--- src/ppmrc_pkg.sv ---
// Shared types, constants and helper functions for the PPM RC channel decoder.
// No dependencies; compiled first.
package ppmrc_pkg;

  localparam int NUM_CHANNELS = 8;
  localparam int IDX_W        = $clog2(NUM_CHANNELS + 1);
  localparam int TIME_W       = 32;
  localparam int CH_W         = 11;
  localparam int STICK_W      = 10;
  localparam int CFG_DATA_W   = 32;
  localparam int CFG_ADDR_W   = 5;

  // op codes
  localparam logic OP_EDGE = 1'b0;
  localparam logic OP_POLL = 1'b1;

  // register indexes (byte address / 4)
  localparam logic [2:0] REG_SYNC_GAP   = 3'd0;
  localparam logic [2:0] REG_WIN_LOW    = 3'd1;
  localparam logic [2:0] REG_WIN_HIGH   = 3'd2;
  localparam logic [2:0] REG_CENTER     = 3'd3;
  localparam logic [2:0] REG_DEADZONE   = 3'd4;
  localparam logic [2:0] REG_TIMEOUT    = 3'd5;

  localparam logic [15:0]       SYNC_GAP_RST = 16'd2100;
  localparam logic [15:0]       WIN_LOW_RST  = 16'd950;
  localparam logic [15:0]       WIN_HIGH_RST = 16'd2050;
  localparam logic [CH_W-1:0]   CENTER_RST   = 11'd1500;
  localparam logic [8:0]        DEADZONE_RST = 9'd50;
  localparam logic [TIME_W-1:0] TIMEOUT_RST  = 32'd80000;

  localparam logic [CH_W-1:0] CH_MIN      = 11'd1000;
  localparam logic [CH_W-1:0] CH_MAX      = 11'd2000;
  localparam logic [CH_W-1:0] CH_MID      = 11'd1500;
  localparam logic [CH_W-1:0] SW3_LOW     = 11'd1250;
  localparam logic [CH_W-1:0] SW3_HIGH    = 11'd1750;
  localparam int              STICK_LIMIT = 500;
  localparam int              NUM_STICKS  = 4;

  typedef logic [NUM_CHANNELS-1:0][CH_W-1:0] ppmrc_chans_t;

  typedef struct packed {
    logic              op;
    logic [TIME_W-1:0] now_us;
  } ppmrc_item_t;

  typedef struct packed {
    logic [15:0]       sync_gap_us;
    logic [15:0]       pulse_window_low;
    logic [15:0]       pulse_window_high;
    logic [CH_W-1:0]   stick_center;
    logic [8:0]        stick_deadzone;
    logic [TIME_W-1:0] link_timeout_us;
  } ppmrc_cfg_t;

  // reset content of a channel slot: sticks centered, switches low
  function automatic logic [CH_W-1:0] chan_reset(int i);
    return (i < NUM_STICKS) ? CH_MID : '0;
  endfunction

  // centered stick with deadzone removed, saturated to +/-500
  function automatic logic signed [STICK_W-1:0] stick_map(logic [CH_W-1:0] ch,
                                                         logic [CH_W-1:0] center,
                                                         logic [8:0] dz);
    logic signed [12:0] t;
    logic signed [12:0] d;
    logic signed [12:0] r;
    t = $signed({2'b00, ch}) - $signed({2'b00, center});
    d = $signed({4'b0000, dz});
    if (t > -d && t < d) begin
      r = '0;
    end else if (t >= d) begin
      r = t - d;
    end else begin
      r = t + d;
    end
    if (r > 13'(STICK_LIMIT)) begin
      r = 13'(STICK_LIMIT);
    end else if (r < -13'(STICK_LIMIT)) begin
      r = -13'(STICK_LIMIT);
    end
    return r[STICK_W-1:0];
  endfunction

  function automatic logic [1:0] three_pos(logic [CH_W-1:0] ch);
    if (ch <= SW3_LOW) begin
      return 2'd0;
    end else if (ch <= SW3_HIGH) begin
      return 2'd1;
    end
    return 2'd2;
  endfunction

endpackage

--- src/ppmrc_if.sv ---
// Valid/ready channel interfaces for decoder requests and results.
// Depends on ppmrc_pkg for field widths.
interface ppmrc_req_if;
  logic                          valid;
  logic                          ready;
  logic                          op;
  logic [ppmrc_pkg::TIME_W-1:0]  now_us;
  modport source (output valid, op, now_us, input ready);
  modport sink   (input valid, op, now_us, output ready);
endinterface

interface ppmrc_rsp_if;
  logic                                valid;
  logic                                ready;
  logic signed [ppmrc_pkg::STICK_W-1:0] left_x;
  logic signed [ppmrc_pkg::STICK_W-1:0] left_y;
  logic signed [ppmrc_pkg::STICK_W-1:0] right_x;
  logic signed [ppmrc_pkg::STICK_W-1:0] right_y;
  logic                                switch_a;
  logic [1:0]                          switch_b;
  logic [1:0]                          switch_c;
  logic                                switch_d;
  logic                                switch_a_changed;
  logic                                switch_d_changed;
  logic                                link_ok;
  modport source (output valid, left_x, left_y, right_x, right_y, switch_a, switch_b,
                  switch_c, switch_d, switch_a_changed, switch_d_changed, link_ok,
                  input ready);
  modport sink   (input valid, left_x, left_y, right_x, right_y, switch_a, switch_b,
                  switch_c, switch_d, switch_a_changed, switch_d_changed, link_ok,
                  output ready);
endinterface

--- src/ppmrc_frame.sv ---
// Edge interval classifier and channel frame store (pending and latched sets).
// Depends on ppmrc_pkg.
module ppmrc_frame import ppmrc_pkg::*; (
  input  logic              clk,
  input  logic              rst,
  input  logic              fire,
  input  logic [TIME_W-1:0] now_us,
  input  ppmrc_cfg_t        cfg,
  output logic [TIME_W-1:0] last_edge_time,
  output ppmrc_chans_t      latched
);

  logic [IDX_W-1:0]  channel_index;
  logic [IDX_W-1:0]  channel_index_next;
  ppmrc_chans_t      pending;
  ppmrc_chans_t      pending_next;
  logic [TIME_W-1:0] delta;
  logic              in_window;
  logic              do_store;
  logic [CH_W-1:0]   clamped;

  assign delta     = now_us - last_edge_time;
  assign in_window = (delta > {16'd0, cfg.pulse_window_low}) &&
                     (delta < {16'd0, cfg.pulse_window_high});

  always_comb begin
    if (delta < TIME_W'(CH_MIN)) begin
      clamped = CH_MIN;
    end else if (delta > TIME_W'(CH_MAX)) begin
      clamped = CH_MAX;
    end else begin
      clamped = delta[CH_W-1:0];
    end
  end

  always_comb begin
    do_store           = 1'b0;
    channel_index_next = channel_index;
    if (delta > {16'd0, cfg.sync_gap_us}) begin
      channel_index_next = '0;
    end else if (in_window) begin
      if (channel_index < IDX_W'(NUM_CHANNELS)) begin
        do_store           = 1'b1;
        channel_index_next = channel_index + IDX_W'(1);
      end
    end else begin
      channel_index_next = '0;
    end
    for (int i = 0; i < NUM_CHANNELS; i++) begin
      pending_next[i] = (do_store && channel_index == IDX_W'(i)) ? clamped : pending[i];
    end
  end

  always_ff @(posedge clk) begin
    if (rst) begin
      last_edge_time <= '0;
      channel_index  <= '0;
      for (int i = 0; i < NUM_CHANNELS; i++) begin
        pending[i] <= chan_reset(i);
        latched[i] <= chan_reset(i);
      end
    end else if (fire) begin
      last_edge_time <= now_us;
      channel_index  <= channel_index_next;
      pending        <= pending_next;
      if (channel_index_next == IDX_W'(NUM_CHANNELS)) begin
        latched <= pending_next;
      end
    end
  end

endmodule

--- src/ppm_rc_channel_decoder_core.sv ---
// PPM RC channel decoder top level: APB register file, input stage, output stage.
// Depends on ppmrc_pkg, ppmrc_if and ppmrc_frame.
//
// Path: a poll transfer passes the input register, then the result register,
//   before its result appears; edge transfers yield nothing.
// Throughput: one transfer per cycle; the output register stalls only polls,
//   edges drain from the input register regardless of the result side.
// Reset (rst, synchronous, active high): registers take their defaults, the
//   channel frame returns to centered sticks, both stages empty.
module ppm_rc_channel_decoder_core import ppmrc_pkg::*; (
  input  logic                  clk,
  input  logic                  rst,
  input  logic                  psel,
  input  logic                  penable,
  input  logic                  pwrite,
  input  logic [CFG_ADDR_W-1:0] paddr,
  input  logic [CFG_DATA_W-1:0] pwdata,
  output logic [CFG_DATA_W-1:0] prdata,
  output logic                  pready,
  ppmrc_req_if.sink             req,
  ppmrc_rsp_if.source           rsp
);

  // ---------------- configuration registers ----------------
  ppmrc_cfg_t       cfg;
  logic [2:0]       reg_idx;
  logic             cfg_wr;

  assign pready  = 1'b1;
  assign reg_idx = paddr[CFG_ADDR_W-1:2];
  assign cfg_wr  = psel && penable && pwrite;

  always_ff @(posedge clk) begin
    if (rst) begin
      cfg.sync_gap_us       <= SYNC_GAP_RST;
      cfg.pulse_window_low  <= WIN_LOW_RST;
      cfg.pulse_window_high <= WIN_HIGH_RST;
      cfg.stick_center      <= CENTER_RST;
      cfg.stick_deadzone    <= DEADZONE_RST;
      cfg.link_timeout_us   <= TIMEOUT_RST;
    end else if (cfg_wr) begin
      case (reg_idx)
        REG_SYNC_GAP: cfg.sync_gap_us       <= pwdata[15:0];
        REG_WIN_LOW:  cfg.pulse_window_low  <= pwdata[15:0];
        REG_WIN_HIGH: cfg.pulse_window_high <= pwdata[15:0];
        REG_CENTER:   cfg.stick_center      <= pwdata[CH_W-1:0];
        REG_DEADZONE: cfg.stick_deadzone    <= pwdata[8:0];
        REG_TIMEOUT:  cfg.link_timeout_us   <= pwdata;
        default: ;    // unmapped: write dropped
      endcase
    end
  end

  always_comb begin
    case (reg_idx)
      REG_SYNC_GAP: prdata = {16'd0, cfg.sync_gap_us};
      REG_WIN_LOW:  prdata = {16'd0, cfg.pulse_window_low};
      REG_WIN_HIGH: prdata = {16'd0, cfg.pulse_window_high};
      REG_CENTER:   prdata = {21'd0, cfg.stick_center};
      REG_DEADZONE: prdata = {23'd0, cfg.stick_deadzone};
      REG_TIMEOUT:  prdata = cfg.link_timeout_us;
      default:      prdata = '0;
    endcase
  end

  // ---------------- input register ----------------
  // s1 holds one accepted transfer. An edge always retires; a poll retires
  // when the result register is free or is being drained this cycle.
  logic        s1_valid;
  ppmrc_item_t s1_item;
  logic        s1_go;
  logic        edge_fire;
  logic        poll_load;
  logic        rsp_valid;

  assign s1_go     = s1_valid && (s1_item.op == OP_EDGE || !rsp_valid || rsp.ready);
  assign edge_fire = s1_go && s1_item.op == OP_EDGE;
  assign poll_load = s1_go && s1_item.op == OP_POLL;
  assign req.ready = !s1_valid || s1_go;

  always_ff @(posedge clk) begin
    if (rst) begin
      s1_valid <= 1'b0;
    end else if (req.valid && req.ready) begin
      s1_valid <= 1'b1;
    end else if (s1_go) begin
      s1_valid <= 1'b0;
    end
  end

  always_ff @(posedge clk) begin
    if (req.valid && req.ready) begin
      s1_item <= '{op: req.op, now_us: req.now_us};
    end
  end

  // ---------------- frame store ----------------
  logic [TIME_W-1:0] last_edge_time;
  ppmrc_chans_t      latched;

  ppmrc_frame u_frame (
    .clk            (clk),
    .rst            (rst),
    .fire           (edge_fire),
    .now_us         (s1_item.now_us),
    .cfg            (cfg),
    .last_edge_time (last_edge_time),
    .latched        (latched)
  );

  // ---------------- poll mapping ----------------
  logic [TIME_W-1:0]         poll_delta;
  logic                      ok;
  logic signed [STICK_W-1:0] lx, ly, rx, ry;
  logic                      sa, sd;
  logic [1:0]                sb, sc;
  logic                      prev_switch_a, prev_switch_d, prev_seeded;
  logic                      prev_a_eff, prev_d_eff;

  assign poll_delta = s1_item.now_us - last_edge_time;
  assign ok         = poll_delta < cfg.link_timeout_us;

  always_comb begin
    lx = '0;
    ly = '0;
    rx = '0;
    ry = '0;
    sa = 1'b0;
    sb = 2'd0;
    sc = 2'd0;
    sd = 1'b0;
    if (ok) begin
      // stick order on the wire: ch0 left x, ch1 right y, ch2 left y, ch3 right x
      lx = stick_map(latched[0], cfg.stick_center, cfg.stick_deadzone);
      ly = stick_map(latched[2], cfg.stick_center, cfg.stick_deadzone);
      rx = stick_map(latched[3], cfg.stick_center, cfg.stick_deadzone);
      ry = stick_map(latched[1], cfg.stick_center, cfg.stick_deadzone);
      sa = latched[4] > CH_MID;
      sb = three_pos(latched[5]);
      sc = three_pos(latched[6]);
      sd = latched[7] > CH_MID;
    end
  end

  // first poll with a live link seeds the history, so it reports no change
  assign prev_a_eff = (ok && !prev_seeded) ? sa : prev_switch_a;
  assign prev_d_eff = (ok && !prev_seeded) ? sd : prev_switch_d;

  always_ff @(posedge clk) begin
    if (rst) begin
      prev_switch_a <= 1'b0;
      prev_switch_d <= 1'b0;
      prev_seeded   <= 1'b0;
    end else if (poll_load) begin
      prev_switch_a <= sa;
      prev_switch_d <= sd;
      prev_seeded   <= prev_seeded | ok;
    end
  end

  // ---------------- result register ----------------
  always_ff @(posedge clk) begin
    if (rst) begin
      rsp_valid <= 1'b0;
    end else if (poll_load) begin
      rsp_valid <= 1'b1;
    end else if (rsp.ready) begin
      rsp_valid <= 1'b0;
    end
  end

  always_ff @(posedge clk) begin
    if (poll_load) begin
      rsp.left_x           <= lx;
      rsp.left_y           <= ly;
      rsp.right_x          <= rx;
      rsp.right_y          <= ry;
      rsp.switch_a         <= sa;
      rsp.switch_b         <= sb;
      rsp.switch_c         <= sc;
      rsp.switch_d         <= sd;
      rsp.switch_a_changed <= sa ^ prev_a_eff;
      rsp.switch_d_changed <= sd ^ prev_d_eff;
      rsp.link_ok          <= ok;
    end
  end

  assign rsp.valid = rsp_valid;

`ifndef SYNTHESIS
  // a retiring poll always lands in the result register
  assert property (@(posedge clk) disable iff (rst) poll_load |=> rsp_valid)
    else $error("poll retired without a result");

  // a dead link reports everything at zero
  assert property (@(posedge clk) disable iff (rst)
    (rsp_valid && !rsp.link_ok) |-> (rsp.left_x == '0 && rsp.left_y == '0 &&
      rsp.right_x == '0 && rsp.right_y == '0 && !rsp.switch_a && !rsp.switch_d &&
      rsp.switch_b == 2'd0 && rsp.switch_c == 2'd0))
    else $error("nonzero controls with link down");

  // left_x and right_y stay inside the saturation band
  assert property (@(posedge clk) disable iff (rst)
    rsp_valid |-> (rsp.left_x >= -10'sd500 && rsp.left_x <= 10'sd500 &&
                   rsp.right_y >= -10'sd500 && rsp.right_y <= 10'sd500))
    else $error("stick out of range");

  // first live poll after reset never flags a switch change
  assert property (@(posedge clk) disable iff (rst)
    (poll_load && ok && !prev_seeded) |=> (!rsp.switch_a_changed && !rsp.switch_d_changed))
    else $error("change flagged on seeding poll");
`endif

endmodule
--- src/flat_wrapper.sv ---
// flat-port wrapper written by rule: the top's interface ports become plain ports
module ppm_rc_channel_decoder_core_flat import ppmrc_pkg::*;
  (clk, rst, psel, penable, pwrite, paddr, pwdata, prdata, pready, req_valid, req_op, req_now_us, req_ready, rsp_valid, rsp_left_x, rsp_left_y, rsp_right_x, rsp_right_y, rsp_switch_a, rsp_switch_b, rsp_switch_c, rsp_switch_d, rsp_switch_a_changed, rsp_switch_d_changed, rsp_link_ok, rsp_ready);
  ppmrc_req_if req_i ();
  ppmrc_rsp_if rsp_i ();
  input  logic clk;
  input  logic rst;
  input  logic psel;
  input  logic penable;
  input  logic pwrite;
  input  logic [CFG_ADDR_W-1:0] paddr;
  input  logic [CFG_DATA_W-1:0] pwdata;
  output logic [CFG_DATA_W-1:0] prdata;
  output logic pready;
  input wire logic [$bits(req_i.valid)-1:0] req_valid;
  input wire logic [$bits(req_i.op)-1:0] req_op;
  input wire logic [$bits(req_i.now_us)-1:0] req_now_us;
  output wire logic [$bits(req_i.ready)-1:0] req_ready;
  output wire logic [$bits(rsp_i.valid)-1:0] rsp_valid;
  output wire logic [$bits(rsp_i.left_x)-1:0] rsp_left_x;
  output wire logic [$bits(rsp_i.left_y)-1:0] rsp_left_y;
  output wire logic [$bits(rsp_i.right_x)-1:0] rsp_right_x;
  output wire logic [$bits(rsp_i.right_y)-1:0] rsp_right_y;
  output wire logic [$bits(rsp_i.switch_a)-1:0] rsp_switch_a;
  output wire logic [$bits(rsp_i.switch_b)-1:0] rsp_switch_b;
  output wire logic [$bits(rsp_i.switch_c)-1:0] rsp_switch_c;
  output wire logic [$bits(rsp_i.switch_d)-1:0] rsp_switch_d;
  output wire logic [$bits(rsp_i.switch_a_changed)-1:0] rsp_switch_a_changed;
  output wire logic [$bits(rsp_i.switch_d_changed)-1:0] rsp_switch_d_changed;
  output wire logic [$bits(rsp_i.link_ok)-1:0] rsp_link_ok;
  input wire logic [$bits(rsp_i.ready)-1:0] rsp_ready;
  assign req_i.valid = req_valid;
  assign req_i.op = req_op;
  assign req_i.now_us = req_now_us;
  assign req_ready = req_i.ready;
  assign rsp_valid = rsp_i.valid;
  assign rsp_left_x = rsp_i.left_x;
  assign rsp_left_y = rsp_i.left_y;
  assign rsp_right_x = rsp_i.right_x;
  assign rsp_right_y = rsp_i.right_y;
  assign rsp_switch_a = rsp_i.switch_a;
  assign rsp_switch_b = rsp_i.switch_b;
  assign rsp_switch_c = rsp_i.switch_c;
  assign rsp_switch_d = rsp_i.switch_d;
  assign rsp_switch_a_changed = rsp_i.switch_a_changed;
  assign rsp_switch_d_changed = rsp_i.switch_d_changed;
  assign rsp_link_ok = rsp_i.link_ok;
  assign rsp_i.ready = rsp_ready;
  ppm_rc_channel_decoder_core u_core (.clk(clk), .rst(rst), .psel(psel), .penable(penable), .pwrite(pwrite), .paddr(paddr), .pwdata(pwdata), .prdata(prdata), .pready(pready), .req(req_i), .rsp(rsp_i));
endmodule
--- config.mk ---
export PLATFORM = sky130hd
export DESIGN_NAME = ppm_rc_channel_decoder_core_flat
export DESIGN_NICKNAME = d
export VERILOG_FILES = /design/src/ppmrc_pkg.sv /design/src/ppmrc_if.sv /design/src/ppmrc_frame.sv /design/src/ppm_rc_channel_decoder_core.sv /design/src/flat_wrapper.sv
export SDC_FILE = /design/constraint.sdc
export NUM_CORES = 1
export LEC_CHECK = 0
export ABC_AREA = 1
export BUFFER_PORTS_ARGS = -buffer_cell sky130_fd_sc_hd__buf_2
export CAP_MARGIN = 20
export CORE_MARGIN = 3
export CORE_UTILIZATION = 35
export CTS_BUF_LIST = sky130_fd_sc_hd__clkbuf_16
export CTS_CLUSTER_SIZE = 40
export DETAILED_ROUTE_END_ITERATION = 6
export GPL_TIMING_DRIVEN = 1
export PLACE_DENSITY = 0.54
export SKIP_CTS_REPAIR_TIMING = 1
export SLEW_MARGIN = 40
export SYNTH_ARGS = -nofsm -noshare
export SYNTH_HDL_FRONTEND = slang
export SYNTH_SLANG_ARGS = --single-unit
--- constraint.sdc ---
create_clock -name clk -period 3.9 [get_ports clk]
set_input_delay 0.585 -clock clk [delete_from_list [all_inputs] [get_ports clk]]
set_output_delay 0.585 -clock clk [all_outputs]
set_load 0.02 [all_outputs]
Yosys cells after proc, flatten, opt, wreduce, memory -nomap -nowiden
Index checks and enable logic that the tools add are counted.
{ "word_totals": {"reg_bits": 399, "input_bits": 77} }
{ "op_classes": {"add_sub_neg": 15, "n_lt_le_gt_ge": 33, "eq_ne": 13, "mux": 57, "n_bitwise": 7, "reduce_logical": 47} }
{ "op_table": {"columns": ["cell", "count"], "rows": [
  ["$pmux W32 S6", 1],
  ["$mux W13", 12],
  ["$mux W11", 10],
  ["$gt A32 B16 Y1", 2],
  ["$add A13 B10 Y13", 4],
  ["$ge A13 B10 Y1", 4],
  ["$gt A13 B10 Y1 const B", 4],
  ["$gt A13 B13 Y1", 4],
  ["$lt A13 B10 Y1", 4],
  ["$lt A13 B10 Y1 const B", 4],
  ["$sub A13 B10 Y13", 4],
  ["$sub A11 B11 Y12", 4],
  ["$le A11 B11 Y1 const B", 4],
  ["$mux W10", 4],
  ["$mux W9", 4],
  ["$gt A32 B11 Y1 const B", 1],
  ["$lt A32 B10 Y1 const B", 1],
  ["$lt A32 B16 Y1", 1],
  ["$lt A32 B32 Y1", 1],
  ["$sub A32 B32 Y32", 1],
  ["$gt A11 B11 Y1 const B", 2],
  ["$logic_and A1 B1 Y1", 20],
  ["$reduce_or A3 Y1", 6],
  ["$mux W1", 17],
  ["other kinds (22)", 53]
]} }

Depth between registers and ports, before layout
{ "logic_depth": {"ltp_word": 8, "mapped_depth": 32, "depth_no_buf": 30} }

Hierarchy
From an unflattened synthesis, not the netlist that was laid out.
{ "unflattened": {"cells_unflattened": 4855, "hier_area_um2": 31759.2} }
{ "by_module_without_submodules": {"columns": ["module", "instances", "cells_each", "area_each_um2"], "rows": [
  ["ppm_rc_channel_decoder_core", 1, 2595, 18347.6],
  ["ppmrc_frame", 1, 2260, 13411.6]
]} }

Worst setup path before layout
No wires, ideal clock.
{ "synth_path": {"path_type": "register to register", "start": "reg, netlist name u_core.cfg[33]", "end": "reg u_core.rsp.right_x[4] (data pin)", "setup_time_ns": 0.250, "t_arrival_ns": 3.999, "path_slack_ns": -0.349, "stages_incl_launch_ff": 27, "n_path_buf": 1, "period_less_slack_ns": 4.249, "path_cell_list": "dfxtp_1 -> inv_1 -> ha_1 -> nand3_1 -> nor3_1 -> inv_1 -> nor2_1 -> inv_1 -> o21ai_0 -> ha_1 -> a21oi_1 -> o21ai_0 -> a21oi_1 -> nand3_1 -> nand2_1 -> nor2_1 -> nand2_1 -> clkbuf_1 -> nand3_1 -> nor2_1 -> nand3_1 -> nor2_1 -> nand2_1 -> nand3_1 -> nand2_1 -> nand2_1 -> inv_1"} }
{ "synth_via": {"elab_chain_len": 8} }
{ "synth_rtl": {"columns": ["item", "line_no", "source"], "rows": [
  ["$neg A9 Y13", "ppmrc_pkg.sv:70", "if (t > -d && t < d) begin"],
  ["$gt A13 B13 Y1", "ppmrc_pkg.sv:70", null],
  ["$logic_and A1 B1 Y1", "ppmrc_pkg.sv:70", null],
  ["$mux W13 *", "ppmrc_pkg.sv:70", null],
  ["$mux W13 *", "ppm_rc_channel_decoder_core.sv:132", "if (ok) begin"],
  ["$lt A13 B10 Y1", "ppmrc_pkg.sv:79", "end else if (r < -13'(STICK_LIMIT)) begin"],
  ["$mux W10", "ppmrc_pkg.sv:79", null],
  ["$mux W9 *", "ppmrc_pkg.sv:77", "if (r > 13'(STICK_LIMIT)) begin"],
  ["to (signal assigned)", "ppm_rc_channel_decoder_core.sv:176", "rsp.right_x <= rx;"],
  ["to (decl)", "ppmrc_if.sv:26", "modport source (output valid, left_x, left_y, right_x, right_y, switch_a, switch_b,"]
]} }
Every way passes the cells marked *; elsewhere a longest branch is shown, timed or not. The select of a mux whose other input is x is not followed.
A chain may end at the register's enable or synchronous reset.

Worst setup path in the final report
{ "layout_path": {"start": "reg u_core.s1_item[0] (netlist bit)", "end": "reg u_core.u_frame.pending[12] (netlist bit)"} }
{ "layout_via": {"elab_chain_len": 7} }
{ "layout_rtl": {"columns": ["item", "line_no", "source"], "rows": [
  ["from (decl)", "ppm_rc_channel_decoder_core.sv:70", "ppmrc_item_t s1_item;"],
  ["from (signal assigned)", "ppm_rc_channel_decoder_core.sv:93", "s1_item <= '{op: req.op, now_us: req.now_us};"],
  ["$sub A32 B32 Y32 *", "ppmrc_frame.sv:22", "assign delta = now_us - last_edge_time;"],
  ["$gt A32 B16 Y1 or $lt A32 B16 Y1 (tied branches)", "ppmrc_frame.sv:23, ppmrc_frame.sv:24", null],
  ["$logic_and A1 B1 Y1", "ppmrc_frame.sv:23", "assign in_window = (delta > {16'd0, cfg.pulse_window_low}) &&"],
  ["$mux W1", "ppmrc_frame.sv:41", "end else if (in_window) begin"],
  ["$mux W1", "ppmrc_frame.sv:39", "if (delta > {16'd0, cfg.sync_gap_us}) begin"],
  ["$logic_and A1 B1 Y1", "ppmrc_frame.sv:50", "pending_next[i] = (do_store && channel_index == IDX_W'(i)) ? clamped : pending[i];"],
  ["$mux W11 *", "ppmrc_frame.sv:50", null],
  ["to (signal, indexed assignment)", "ppmrc_frame.sv:59", "pending[i] <= chan_reset(i);"],
  ["to (signal assigned)", "ppmrc_frame.sv:65", "pending <= pending_next;"],
  ["to (decl)", "ppmrc_frame.sv:15", "ppmrc_chans_t pending;"]
]} }
Every way passes the cells marked *; elsewhere a longest branch is shown, timed or not.

==> impl_metrics.tcl <==
set metrics [dict create \
    clk_pin_slew_ns 0.06 \
    period_needed_ns 4.309 \
    dp.cells 6150 \
    tightest_slew_ns 0.7855 \
    power.switching_w 0.004677 \
    arrival_ns 4.82 \
    muxShareOfSynthArea 0 \
    io_pins 161 \
    synth_top_cell_area_share 0.2151 \
    ys_types 54 \
    sequentialPowerShare 0.328 \
    synth-xor-area-share 0.02880 \
    grt_max_degree 94 \
    cts-buffers-inserted 48 \
    worstPathRequired_ns 4.41 \
    peakVddDrop_mv 0.3650 \
    fmax_mhz 232.1 \
    skew_ns 0.03253 \
    leakage_nw 19.93 \
    htreeDepth 2 \
    ys_ff_latch 399 \
    synth_area_leaders "dfxtp_1 (22%), nand2_1 (13%), ha_1 (12%)" \
    min_path_cells 1 \
    synth_fa_ha_area_frac 0.1335 \
    drive_gt1_frac 0.2507 \
    hp-class "input pin to flop" \
    worstSetupStartpointType "flop" \
    synth_area_leader_cell "dfxtp_1" \
    fin_cells 6292 \
    grt_overflow_total 0 \
    synth_simple_gate_area_frac 0.2706 \
    die_area_um2 87800 \
    path_common_cell "nand2_2" \
    power_density_nw_per_um2 337.2 \
    drc 0 \
    drt-total-wl_um 101400 \
    num_rows 105 \
    synth_top_family_by_area "simple AND/OR/NAND/NOR gates" \
    num_vias 30940 \
    post-route-util 0.4836 \
    final_hold_viol_count 0 \
    drt_iter0_markers 2020 \
    finalNetCount 5563 \
    ys_seq_area_frac 0.2986 \
    syn_inst 4387 \
    cts_max_path_buffers 3 \
    cts-root-buf "clkbuf_16" \
    max-cap-violations 0 \
    cts_tree "built" \
    crit_cells 30 \
    place.gp.congestion 0.9387 \
    drtPass1Iterations 5 \
    finalCritPeriodShare 1.105 \
    comb_power_share 0.357 \
    grt_pass1_wl_um 153900 \
    rsz0062_at_grt "true" \
    cp_max_fo 5 \
    critPathSlowestCell "edfxtp_1" \
    failed_checks "setup timing" \
    synth_compound_area_frac 0.1689 \
    synth_area_um2 29500 \
    syn_to_final_growth_pct 35.70 \
    die_y_um 296.3 \
    clock_latency_ns 0.62 \
    path_class "flop to flop" \
    grtUsageTotal 0.2190 \
    p_sw_frac 0.3465 \
    first_global_vias 28600 \
    via_per_inst 4.918 \
    cp_top_family "simple AND/OR/NAND/NOR gates" \
    endpoint_kind "flop" \
    syn_nets 4771 \
    path_buf_inv 8 \
    core_um2 82770 \
    fin_ws_ns -0.4090 \
    post_drt_wl_per_cell_um 16.11 \
    internal_power_w 0.008820 \
    io_buffers 157 \
    start_util 0.3564 \
    slowest_delay_ns 0.39 \
    slew_headroom 0.4731 \
    setup_viol 225 \
    dp.final_hpwl_um 76340 \
    antenna_found_initial 6 \
    run_status "complete, but fails checks" \
    hold_ws_ns 0.1422 \
    syn_area_per_cell_um2 6.724 \
    dieWidth_um 296.3 \
    clock_sinks 399 \
    yosysWarnings 0 \
    drv_slew 0 \
    worstRegToRegCells 30 \
    pwr-share-clk 0.315 \
    detail-route-antenna-nets 0 \
    num-fill-cells 8402 \
]
synthesized netlist by cell type, drive strengths merged:
library cell	count
a21oi	444
a22oi	6
and3	4
fa	13
conb	1
o211ai	49
o21ai	303
nand4	66
nand2	1027
clkbuf	92
o22ai	10
a221oi	9
o2111a	1
inv	629
nor4	9
xor2	59
a21o	3
o221ai	17
ha	294
xnor2	38
nor3b	3
dfxtp	317
nor3	47
edfxtp	82
nor2	475
clkinv	1
and2	1
nand3	270
a41oi	1
nor4b	1
a211oi	4
a31oi	13
o31ai	1
buf	39
nand3b	9
or2	5
o21bai	29
o21a	4
a21boi	11
kinds of logic (layout without fill, tap and decap cells):
family / Yosys count / in the layout
compound gates: 905 / 905
xor+xnor: 97 / 97
fa+ha+maj: 307 / 307
buf+inv: 761 / 1591
flops: 399 / 399
other cells: 1 / 5
simple gates: 1917 / 1918
metrics by stage:
stage	instance area, µm²	setup slack, ns	total power (W)	TNS, ns
global route	40020	-0.6885	0.01434	-120.56
floorplan	29520	0.02124	0.006925	0
finish	40030	-0.4090	0.01350	-59.89
global placement	36310	-0.6958	0.008708	-115.51
detailed placement	36310	-0.6912	0.008739	-116.27
CTS	37780	-0.7492	0.01303	-128.61
area by class of cell:
cell class,instances,area (µm²),area share
multi-input cells,3228,19360,0.4836
flip-flops and latches,399,8821,0.2204
repair buffers,870,6619,0.1654
clock buffers,48,1201,0.03001
repair inverters,2,10.01,0.0002501
inverters,630,2407,0.06014
well taps,1070,1339,0.03345
diodes,4,10.01,0.0002501
clock inverters,41,265.3,0.006627
power by group through the flow:
stage	combinational, W	clock, W	sequential, W
after floorplan	0.00239	0	0.00454
after global placement	0.00420	0	0.00451
after detailed placement	0.00422	0	0.00451
after CTS	0.00424	0.00436	0.00443
after global routing	0.00537	0.00453	0.00444
final	0.00481	0.00425	0.00443
metal layers:
metal | track usage | part of all wire
met2 | 0.3792 | 0.47
met3 | 0.02322 | 0.043
met5 | 0 | 0.00017
met4 | 0.05158 | 0.023
met1 | 0.2929 | 0.46
worst paths after layout:
kind	from	slack [ns]	endpoint
max	u_core.s1_item[0]$_DFFE_PP_	-0.41	u_core.u_frame.pending[12]$_SDFFE_PP0P_
min	req_op	0.14	u_core.s1_item[32]$_DFFE_PP_
max reg2reg	u_core.s1_item[0]$_DFFE_PP_	-0.41	u_core.u_frame.pending[12]$_SDFFE_PP0P_
min reg2reg	u_core.u_frame.last_edge_time[17]$_SDFFE_PP0P_	0.46	u_core.u_frame.last_edge_time[17]$_SDFFE_PP0P_
cell usage in the layout (no fill, tap or decap), drive strengths merged, types with 10 or more instances in the layout:
cell / n
ha: 294
xnor2: 38
edfxtp: 82
a21boi: 11
o21bai: 29
buf: 863
o22ai: 10
xor2: 59
clkbuf: 55
nor2: 475
a31oi: 13
nand2: 1028
a21oi: 444
inv: 644
nand3: 270
o221ai: 17
nor3: 47
o21ai: 303
o211ai: 49
clkinv: 20
dfxtp: 317
fa: 13
nand4: 66
sequential cells by signal, summed over array words and instances (netlist names), 2 cells and up:
register / count
u_core.rsp.left_x: 10
u_core.rsp.switch_b: 2
u_core.rsp.left_y: 10
u_core.rsp.right_x: 10
u_core.rsp.right_y: 10
u_core.u_frame.channel_index: 4
u_core.u_frame.latched: 88
u_core.rsp.switch_c: 2
u_core.u_frame.last_edge_time: 32
u_core.cfg: 100
u_core.s1_item: 33
u_core.u_frame.pending: 88
worst register-to-register path: cells and delay by family, from the launching register on:
family	cells	cell delay [ns]
AO/OA/AOI/OAI	2	0.20
XOR/XNOR	1	0.19
adder cells (fa/ha/maj)	3	0.78
buffers and inverters	8	0.90
flip-flops	1	0.39
AND/OR/NAND/NOR	16	1.73
(Power assumes the default switching activity.)
